<file path="src/srx_pkg.sv">
`timescale 1ns / 1ps

package srx_pkg;

  localparam int unsigned MaxHeaderBytes = 8;
  localparam int unsigned MaxFrameBytes  = 1024;
  localparam int unsigned CounterBits    = 32;

  localparam int unsigned ByteBits  = 8;
  localparam int unsigned LenBits   = 11;
  localparam int unsigned HcBits    = 4;
  localparam int unsigned OffBits   = 10;
  localparam int unsigned HdrBits   = MaxHeaderBytes * ByteBits;
  localparam int unsigned CfgIdxBits  = 3;
  localparam int unsigned CfgDataBits = 64;
  localparam int unsigned HmIdxBits = (MaxHeaderBytes > 1) ? $clog2(MaxHeaderBytes) : 1;

  typedef logic [ByteBits-1:0]    byte_t;
  typedef logic [LenBits-1:0]     len_t;
  typedef logic [HcBits-1:0]      hc_t;
  typedef logic [CounterBits-1:0] count_t;

  localparam logic [CfgIdxBits-1:0] CfgFrameMode      = 3'd0;
  localparam logic [CfgIdxBits-1:0] CfgHeaderCount    = 3'd1;
  localparam logic [CfgIdxBits-1:0] CfgHeaderPattern  = 3'd2;
  localparam logic [CfgIdxBits-1:0] CfgFixedLength    = 3'd3;
  localparam logic [CfgIdxBits-1:0] CfgLengthPosition = 3'd4;
  localparam logic [CfgIdxBits-1:0] CfgLengthOffset   = 3'd5;
  localparam logic [CfgIdxBits-1:0] CfgMaxBytes       = 3'd6;

  localparam logic [1:0] ModeLine   = 2'd0;
  localparam logic [1:0] ModeFixed  = 2'd1;
  localparam logic [1:0] ModeLenByte = 2'd2;

  localparam logic [1:0] StatusGood      = 2'd0;
  localparam logic [1:0] StatusRejected  = 2'd1;
  localparam logic [1:0] StatusTruncated = 2'd2;

  localparam byte_t CharCr      = 8'd13;
  localparam byte_t CharLf      = 8'd10;
  localparam byte_t PrintLow    = 8'd32;
  localparam byte_t PrintHigh   = 8'd127;

  localparam len_t LimitMax = len_t'(MaxFrameBytes);
  localparam hc_t  HcMax    = hc_t'(MaxHeaderBytes);

endpackage

</file>
<file path="src/serial_frame_receiver.sv">
`timescale 1ns / 1ps

// Each result is registered in the output register. Throughput: one byte per
// cycle while the output is not stalled; while a result waits in the output
// register under stall, the input register still takes one byte and then
// stalls the input. Reset clears the frame state, the frame counters and the
// configuration to its default values; no clearing pass is needed.
module serial_frame_receiver (
  input  logic                              clk_i,
  input  logic                              rst_ni,
  input  logic                              in_valid_i,
  output logic                              in_stall_o,
  input  logic [7:0]                        rx_byte_i,
  output logic                              out_valid_o,
  input  logic                              out_stall_i,
  output logic [7:0]                        out_byte_o,
  output logic                              byte_present_o,
  output logic                              frame_end_o,
  output logic [1:0]                        frame_status_o,
  output logic [10:0]                       frame_length_o,
  output logic [srx_pkg::CounterBits-1:0]   good_frames_o,
  output logic [srx_pkg::CounterBits-1:0]   bad_frames_o,
  input  logic                              cfg_we_i,
  input  logic [srx_pkg::CfgIdxBits-1:0]    cfg_index_i,
  input  logic [srx_pkg::CfgDataBits-1:0]   cfg_data_i
);

  logic [1:0]                   frame_mode_q;
  srx_pkg::hc_t                 header_count_q;
  logic [srx_pkg::HdrBits-1:0]  header_pattern_q;
  srx_pkg::len_t                fixed_length_q;
  srx_pkg::len_t                length_position_q;
  logic [srx_pkg::OffBits-1:0]  length_offset_q;
  srx_pkg::len_t                max_bytes_q;

  logic          s1_valid_q, s1_valid_d;
  srx_pkg::byte_t s1_byte_q;

  srx_pkg::len_t   byte_count_q, byte_count_d;
  srx_pkg::hc_t    header_matched_q, header_matched_d;
  logic            in_frame_q, in_frame_d;
  logic            saw_bad_q, saw_bad_d;
  srx_pkg::len_t   target_q, target_d;
  srx_pkg::count_t good_q, good_d;
  srx_pkg::count_t bad_q, bad_d;

  logic            out_valid_q, out_valid_d;
  srx_pkg::byte_t  out_byte_q;
  logic            present_q;
  logic            fend_q;
  logic [1:0]      status_q;
  srx_pkg::len_t   len_q;

  logic            res_valid;
  srx_pkg::byte_t  res_byte;
  logic            res_present;
  logic            res_fend;
  logic [1:0]      res_status;
  srx_pkg::len_t   res_len;

  logic            out_hold;
  logic            advance;
  logic            in_accept;

  srx_pkg::byte_t  b;
  srx_pkg::len_t   limit;
  srx_pkg::hc_t    hc;
  srx_pkg::hc_t    hm0;
  srx_pkg::hc_t    hm_inc;
  srx_pkg::hc_t    hm_adv;
  logic            hit;
  srx_pkg::byte_t  hdr_sel;
  srx_pkg::len_t   bc_inc;
  srx_pkg::len_t   tgt_new;
  srx_pkg::len_t   fixed_eff;
  logic            done;
  logic            restart;
  logic            over;
  logic            binary;

  assign out_hold   = out_valid_q && out_stall_i;
  assign advance    = s1_valid_q && !out_hold;
  assign in_stall_o = s1_valid_q && out_hold;
  assign in_accept  = in_valid_i && !in_stall_o;

  always_ff @(posedge clk_i or negedge rst_ni) begin
    if (!rst_ni) begin
      frame_mode_q      <= srx_pkg::ModeLine;
      header_count_q    <= '0;
      header_pattern_q  <= '0;
      fixed_length_q    <= srx_pkg::len_t'(1);
      length_position_q <= srx_pkg::len_t'(1);
      length_offset_q   <= '0;
      max_bytes_q       <= srx_pkg::LimitMax;
    end else if (cfg_we_i) begin
      case (cfg_index_i)
        srx_pkg::CfgFrameMode:      frame_mode_q      <= cfg_data_i[1:0];
        srx_pkg::CfgHeaderCount:    header_count_q    <= cfg_data_i[srx_pkg::HcBits-1:0];
        srx_pkg::CfgHeaderPattern:  header_pattern_q  <= cfg_data_i[srx_pkg::HdrBits-1:0];
        srx_pkg::CfgFixedLength:    fixed_length_q    <= cfg_data_i[srx_pkg::LenBits-1:0];
        srx_pkg::CfgLengthPosition: length_position_q <= cfg_data_i[srx_pkg::LenBits-1:0];
        srx_pkg::CfgLengthOffset:   length_offset_q   <= cfg_data_i[srx_pkg::OffBits-1:0];
        srx_pkg::CfgMaxBytes:       max_bytes_q       <= cfg_data_i[srx_pkg::LenBits-1:0];
        default: ;
      endcase
    end
  end

  always_comb begin
    b      = s1_byte_q;
    binary = (frame_mode_q == srx_pkg::ModeFixed) || (frame_mode_q == srx_pkg::ModeLenByte);
    limit  = ((max_bytes_q == '0) || (max_bytes_q > srx_pkg::LimitMax)) ?
             srx_pkg::LimitMax : max_bytes_q;
    hc     = (header_count_q > srx_pkg::HcMax) ? srx_pkg::HcMax : header_count_q;
    hm0    = (header_matched_q >= hc) ? '0 : header_matched_q;

    hdr_sel = header_pattern_q[hm0[srx_pkg::HmIdxBits-1:0]*srx_pkg::ByteBits +: srx_pkg::ByteBits];
    hm_inc  = hm0 + srx_pkg::hc_t'(1);
    hit     = 1'b0;
    if (b == hdr_sel) begin
      if (hm_inc >= hc) begin
        hm_adv = '0;
        hit    = 1'b1;
      end else begin
        hm_adv = hm_inc;
      end
    end else begin
      hm_adv = (b == header_pattern_q[srx_pkg::ByteBits-1:0]) ?
               srx_pkg::hc_t'(1) : '0;
    end

    bc_inc    = byte_count_q + srx_pkg::len_t'(1);
    fixed_eff = (fixed_length_q == '0) ? srx_pkg::len_t'(1) : fixed_length_q;
    tgt_new   = target_q;
    if ((frame_mode_q == srx_pkg::ModeLenByte) && (target_q == '0) &&
        (bc_inc == length_position_q)) begin
      tgt_new = srx_pkg::len_t'(b) + srx_pkg::len_t'(length_offset_q);
    end
    if (frame_mode_q == srx_pkg::ModeFixed) begin
      done = bc_inc >= fixed_eff;
    end else begin
      done = (tgt_new != '0) && (bc_inc >= tgt_new);
    end
    restart = (hc != '0) && hit;
    over    = bc_inc >= limit;

    byte_count_d     = byte_count_q;
    header_matched_d = header_matched_q;
    in_frame_d       = in_frame_q;
    saw_bad_d        = saw_bad_q;
    target_d         = target_q;
    good_d           = good_q;
    bad_d            = bad_q;
    res_valid        = 1'b0;
    res_byte         = '0;
    res_present      = 1'b0;
    res_fend         = 1'b0;
    res_status       = srx_pkg::StatusGood;
    res_len          = '0;

    if (binary) begin
      header_matched_d = hm0;
      if ((hc != '0) && !in_frame_q) begin
        header_matched_d = hm_adv;
        if (hit) begin
          in_frame_d   = 1'b1;
          byte_count_d = '0;
          target_d     = '0;
        end
      end else begin
        if (hc != '0) begin
          header_matched_d = hm_adv;
        end
        res_valid    = 1'b1;
        res_present  = 1'b1;
        res_byte     = b;
        res_len      = bc_inc;
        byte_count_d = bc_inc;
        target_d     = tgt_new;
        if (done || restart || over) begin
          res_fend     = 1'b1;
          res_status   = (done || restart) ? srx_pkg::StatusGood : srx_pkg::StatusTruncated;
          good_d       = good_q + srx_pkg::count_t'(1);
          byte_count_d = '0;
          target_d     = '0;
          in_frame_d   = restart;
        end
      end
    end else begin
      if (b == srx_pkg::CharCr) begin
        if (byte_count_q != '0) begin
          res_valid = 1'b1;
          res_fend  = 1'b1;
          res_len   = byte_count_q;
          if (saw_bad_q) begin
            res_status = srx_pkg::StatusRejected;
            bad_d      = bad_q + srx_pkg::count_t'(1);
          end else begin
            good_d = good_q + srx_pkg::count_t'(1);
          end
          byte_count_d = '0;
          saw_bad_d    = 1'b0;
        end
      end else if (b != srx_pkg::CharLf) begin
        res_valid    = 1'b1;
        res_present  = 1'b1;
        res_byte     = b;
        res_len      = bc_inc;
        byte_count_d = bc_inc;
        saw_bad_d    = saw_bad_q || (b < srx_pkg::PrintLow) || (b > srx_pkg::PrintHigh);
        if (over) begin
          res_fend     = 1'b1;
          res_status   = srx_pkg::StatusTruncated;
          good_d       = good_q + srx_pkg::count_t'(1);
          byte_count_d = '0;
          saw_bad_d    = 1'b0;
        end
      end
    end
  end

  always_comb begin
    if (in_accept) begin
      s1_valid_d = 1'b1;
    end else if (advance) begin
      s1_valid_d = 1'b0;
    end else begin
      s1_valid_d = s1_valid_q;
    end
    if (advance) begin
      out_valid_d = res_valid;
    end else if (!out_stall_i) begin
      out_valid_d = 1'b0;
    end else begin
      out_valid_d = out_valid_q;
    end
  end

  always_ff @(posedge clk_i or negedge rst_ni) begin
    if (!rst_ni) begin
      s1_valid_q       <= 1'b0;
      out_valid_q      <= 1'b0;
      byte_count_q     <= '0;
      header_matched_q <= '0;
      in_frame_q       <= 1'b0;
      saw_bad_q        <= 1'b0;
      target_q         <= '0;
      good_q           <= '0;
      bad_q            <= '0;
    end else begin
      s1_valid_q  <= s1_valid_d;
      out_valid_q <= out_valid_d;
      if (advance) begin
        byte_count_q     <= byte_count_d;
        header_matched_q <= header_matched_d;
        in_frame_q       <= in_frame_d;
        saw_bad_q        <= saw_bad_d;
        target_q         <= target_d;
        good_q           <= good_d;
        bad_q            <= bad_d;
      end
    end
  end

  always_ff @(posedge clk_i) begin
    if (in_accept) begin
      s1_byte_q <= rx_byte_i;
    end
    if (advance && res_valid) begin
      out_byte_q <= res_byte;
      present_q  <= res_present;
      fend_q     <= res_fend;
      status_q   <= res_status;
      len_q      <= res_len;
    end
  end

  logic [srx_pkg::CounterBits-1:0] good_out_q, bad_out_q;

  always_ff @(posedge clk_i) begin
    if (advance && res_valid) begin
      good_out_q <= good_d;
      bad_out_q  <= bad_d;
    end
  end

  assign out_valid_o    = out_valid_q;
  assign out_byte_o     = out_byte_q;
  assign byte_present_o = present_q;
  assign frame_end_o    = fend_q;
  assign frame_status_o = status_q;
  assign frame_length_o = len_q;
  assign good_frames_o  = good_out_q;
  assign bad_frames_o   = bad_out_q;

endmodule

</file>
<file path="config.mk">
export PLATFORM = sky130hd
export DESIGN_NAME = serial_frame_receiver
export DESIGN_NICKNAME = d
export VERILOG_FILES = /design/src/srx_pkg.sv /design/src/serial_frame_receiver.sv
export SDC_FILE = /design/constraint.sdc
export NUM_CORES = 1
export LEC_CHECK = 0
export BUFFER_PORTS_ARGS = -buffer_cell sky130_fd_sc_hd__buf_2
export CAP_MARGIN = 20
export CORE_ASPECT_RATIO = 1.1
export CORE_UTILIZATION = 47
export DETAILED_ROUTE_END_ITERATION = 8
export HOLD_SLACK_MARGIN = 0.08
export PLACE_DENSITY = 0.7
export RECOVER_POWER = 50
export SLEW_MARGIN = 10
export SYNTH_ARGS = -nofsm -noshare
export SYNTH_HDL_FRONTEND = slang
export SYNTH_SLANG_ARGS = --single-unit
</file>
<file path="constraint.sdc">
create_clock -name clk_i -period 4.6 [get_ports clk_i]
set_clock_uncertainty 0.1 [all_clocks]
set_input_delay 0.23 -clock clk_i [delete_from_list [all_inputs] [get_ports clk_i]]
set_output_delay 0.23 -clock clk_i [all_outputs]
set_load 0.01 [all_outputs]
</file>
==> flow_summary.toml <==
[run_status]
outcome = "finished, violations left"
violations = "capacitance limit, slew limit, setup timing"

[route]
wl_mm = 39.82
wl_per_cell_um = 18.31
drc = 0
antenna_left = 0
viasPerCell = 5.475
dr.pass1.iters = 5
first_iter_violations = 716
vias = 11909

[power_and_ir_drop]
powerDensity_nw_per_um2 = 459.3
vdd_drop_max_uv = 313.3
power_leakage_nw = 8.745

[grt]
grt.overflow.total = 0
antenna_found_initial = 0
grt_max_degree = 123
grt_pass1_vias = 11956
grt_pass1_wl_mm = 62.49
grt_usage_pct = 22.95

[cts]
htreeDepth = 1
tritoncts = "yes"
cts.clk_slew.worst_paths_ps = 60
clk_latency_ps = 570
cts-root-buf = "clkbuf_16"
cts_buffers = 31
clockBufferDepth = 3
clock_sinks = 302

[place]
port_buffers = 168
dp_worst_setup_slack_ps = -161.3
dpl.hpwl_mm = 26.83
dp.cells = 2020
place_congestion = 0.8910

[layout]
stdcell_count = 2175
n_fill_cell = 2630
drive_above_1_share_pct = 25.73
multiInputGateArea_um2 = 7796
final_nets = 1859
syn_to_final_growth_pct = 26.92
seq_area_um2 = 8040
antennaDiodeCount = 0

[synth]
ys_seq_elements = 302
synth_area_leaders = "dfrtp_1, edfxtp_1, mux2_2"
synth_ff_type = "dfrtp_1"
avgSynthCellArea_um2 = 11.22
synth_cell_types = 76
ys_warn_count = 0
netlist.area_leader.share_pct = 32.50
syn_area_um2 = 15710
synth_nets = 1535
synth-seq-area-share_pct = 51.16
async_flop_share_pct = 68.54
synth_top_cell_by_area = "dfrtp_1"
synth_edf_count = 95
syn_inst = 1400

[sta]
setup-tns-final_ps = -5394
slew_violations = 123
min_period_ps = 4768
fin_crit_sh_pct = 103.6
tightest_slew_ps = 3137
setup_ws_ps = -167.8
report.final.hold_viol_count = 0
fmax_mhz = 209.7
setup_viol = 64
relSlewSlack_pct = -109.1
rsz0062_at_grt = "true"

[worst_setup_path]
cp_num_buf_inv = 1
cp.arrival_ps = 4990
endpoint_kind = "register"
cp_top_family = "simple AND/OR/NAND/NOR gates"
slowest_stage = "or3_4"
crit_cells = 19
crit_chain = "ha_4, nand4_1, or3_4, xnor2_2, and4_1, and2_4, a21oi_1, ha_1, o21ai_0, a21oi_2, nor2_2, maj3_2, nand4b_1, o32a_1, a211o_1, a32o_4, clkbuf_16, nor3_4, xor2_1"
worst_r2r_path_depth = 19
slowest_delay_ps = 460
crit_type = "register to register"
cp-start-kind = "register"
required_ps = 4820
crit_fanout = 6

[floorplan]
die_area_um2 = 34160
die_w_um = 176.3
coreArea_um2 = 32630
die_h_um = 193.7
pin_count = 169
initial_core_util_pct = 48.13
placementRows = 69

[hold_path]
hp-class = "input port to register"
hold_depth = 4

[run]
cap_violations = 1
==> registers in the layout, summed over array words and instances, names as in the netlist, 2 cells and up <==
signal / flops
header_count_q: 4
b: 8
header_pattern_q: 64
frame_status_o: 2
frame_length_o: 11
good_q: 32
out_byte_o: 8
header_matched_q: 4
fixed_length_q: 11
length_offset_q: 10
bad_frames_o: 32
target_q: 11
max_bytes_q: 11
length_position_q: 11
good_frames_o: 32
bad_q: 32
frame_mode_q: 2
byte_count_q: 11
==> kinds of logic (layout without fill, tap and decap cells) <==
group / after synthesis / count (layout) / synth area share [%]
simple gates: 451 / 451 / 14.64
fa+ha+maj: 56 / 56 / 4.493
xor+xnor: 165 / 165 / 9.463
flops: 302 / 302 / 51.16
mux: 128 / 128 / 9.160
compound gates: 201 / 202 / 8.587
buf+inv: 97 / 445 / 2.493
==> worst min-delay path, stage by stage <==
cell	delay [ps]
buf_2	130
nand2b_1	130
nor3_1	110
o21ai_0	150
==> routing by layer <==
layer | vias up | global-route usage, % | share of wire [%]
met3 | 66 | 3.118 | 5.3
met5 | - | 0 | 0
met2 | 322 | 39.68 | 50
met4 | 0 | 6.538 | 2.5
met1 | 5863 | 29.85 | 43
li1 | 5658 | - | -
==> final timing paths <==
| kind | start | endpoint | slack (ps) |
|---|---|---|---|
| setup / recovery | byte_count_q[0] | good_frames_o[27] | -170 |
| hold / removal | cfg_we_i | frame_mode_q[0] | 120 |
| setup reg to reg | byte_count_q[0] | good_frames_o[27] | -170 |
| hold reg to reg | bad_q[13] | bad_q[13] | 410 |
| max in group asynchronous | rst_ni | good_q[13] | 600 |
| min in group asynchronous | rst_ni | byte_count_q[3] | 1110 |
==> through the flow <==
| stage | power (mW) | utilization, % | cell area, µm² | hold slack (ps) |
|---|---|---|---|---|
| after floorplan | 5.300 | - | 15850 | -165.6 |
| after global placement | 6.181 | 53.95 | 17610 | 309.2 |
| after detailed placement | 6.245 | 53.95 | 17610 | 308.7 |
| after CTS | 8.962 | 60.24 | 19660 | 111.8 |
| after global routing | 9.607 | 61.09 | 19940 | 181.1 |
| final | 9.156 | 61.09 | 19940 | 123.0 |
==> cell usage after synthesis, types with 4 or more instances <==
master and count:
a211oi_1 8, a21o_1 19, a21oi_1 42, a221oi_1 6
a22o_1 7, a31oi_1 7, and2_1 6, and3_1 7
and4_1 4, buf_2 10, clkbuf_1 36, dfrtp_1 204
edfxtp_1 95, ha_1 54, inv_1 45, mux2_2 116
mux2i_1 11, nand2_1 116, nand2b_1 25, nand3_1 39
nand4_1 23, nand4b_1 6, nor2_1 102, nor2b_1 16
nor3_1 53, nor4_1 14, nor4_2 7, o211ai_1 7
o21a_1 9, o21ai_0 53, o21bai_1 4, or2_2 13
or3_1 6, xnor2_1 62, xor2_1 100
==> cell usage in the layout, fill, tap and decap left out, types with 8 or more instances in the layout <==
cell	instances
a21o_1	19
a21oi_1	34
buf_2	76
buf_4	78
clkbuf_1	101
clkbuf_16	38
dfrtp_1	201
dlygate4sd3_1	80
edfxtp_1	95
ha_1	50
inv_1	44
mux2_2	114
mux2i_1	11
nand2_1	115
nand2b_1	23
nand3_1	38
nand4_1	23
nor2_1	82
nor2_2	16
nor2b_1	16
nor3_1	27
nor3_2	18
nor3_4	9
nor4_1	14
nor4_4	8
o21a_1	9
o21ai_0	50
or2_2	13
xnor2_1	61
xor2_1	100
==> power breakdown <==
part	switching, mW	internal (mW)
combinational	1.68	1.31
clock	1.05	1.47
sequential	0.310	3.33
==> layout make-up <==
| class | instances | area share (%) |
|---|---|---|
| Tap cell | 426 | 2.674 |
| Clock buffer | 50 | 4.977 |
| Clock inverter | 8 | 0.2511 |
| Sequential cell | 302 | 40.33 |
| Multi-Input combinational cell | 1002 | 39.11 |
| Inverter | 46 | 0.8724 |
| Timing Repair Buffer | 341 | 11.79 |
==> repair_timing <==
item | in CTS | in global routing
endpoints found under the hold margin | 241 | 0
setup endpoints to repair | 72 | 78
hold buffers | 80 | 0
buffers inserted | 2 | 9
gates cloned | 2 | 4
pin swaps | 17 | 27
resized for setup | 28 | 69
(Power assumes the default switching activity.)
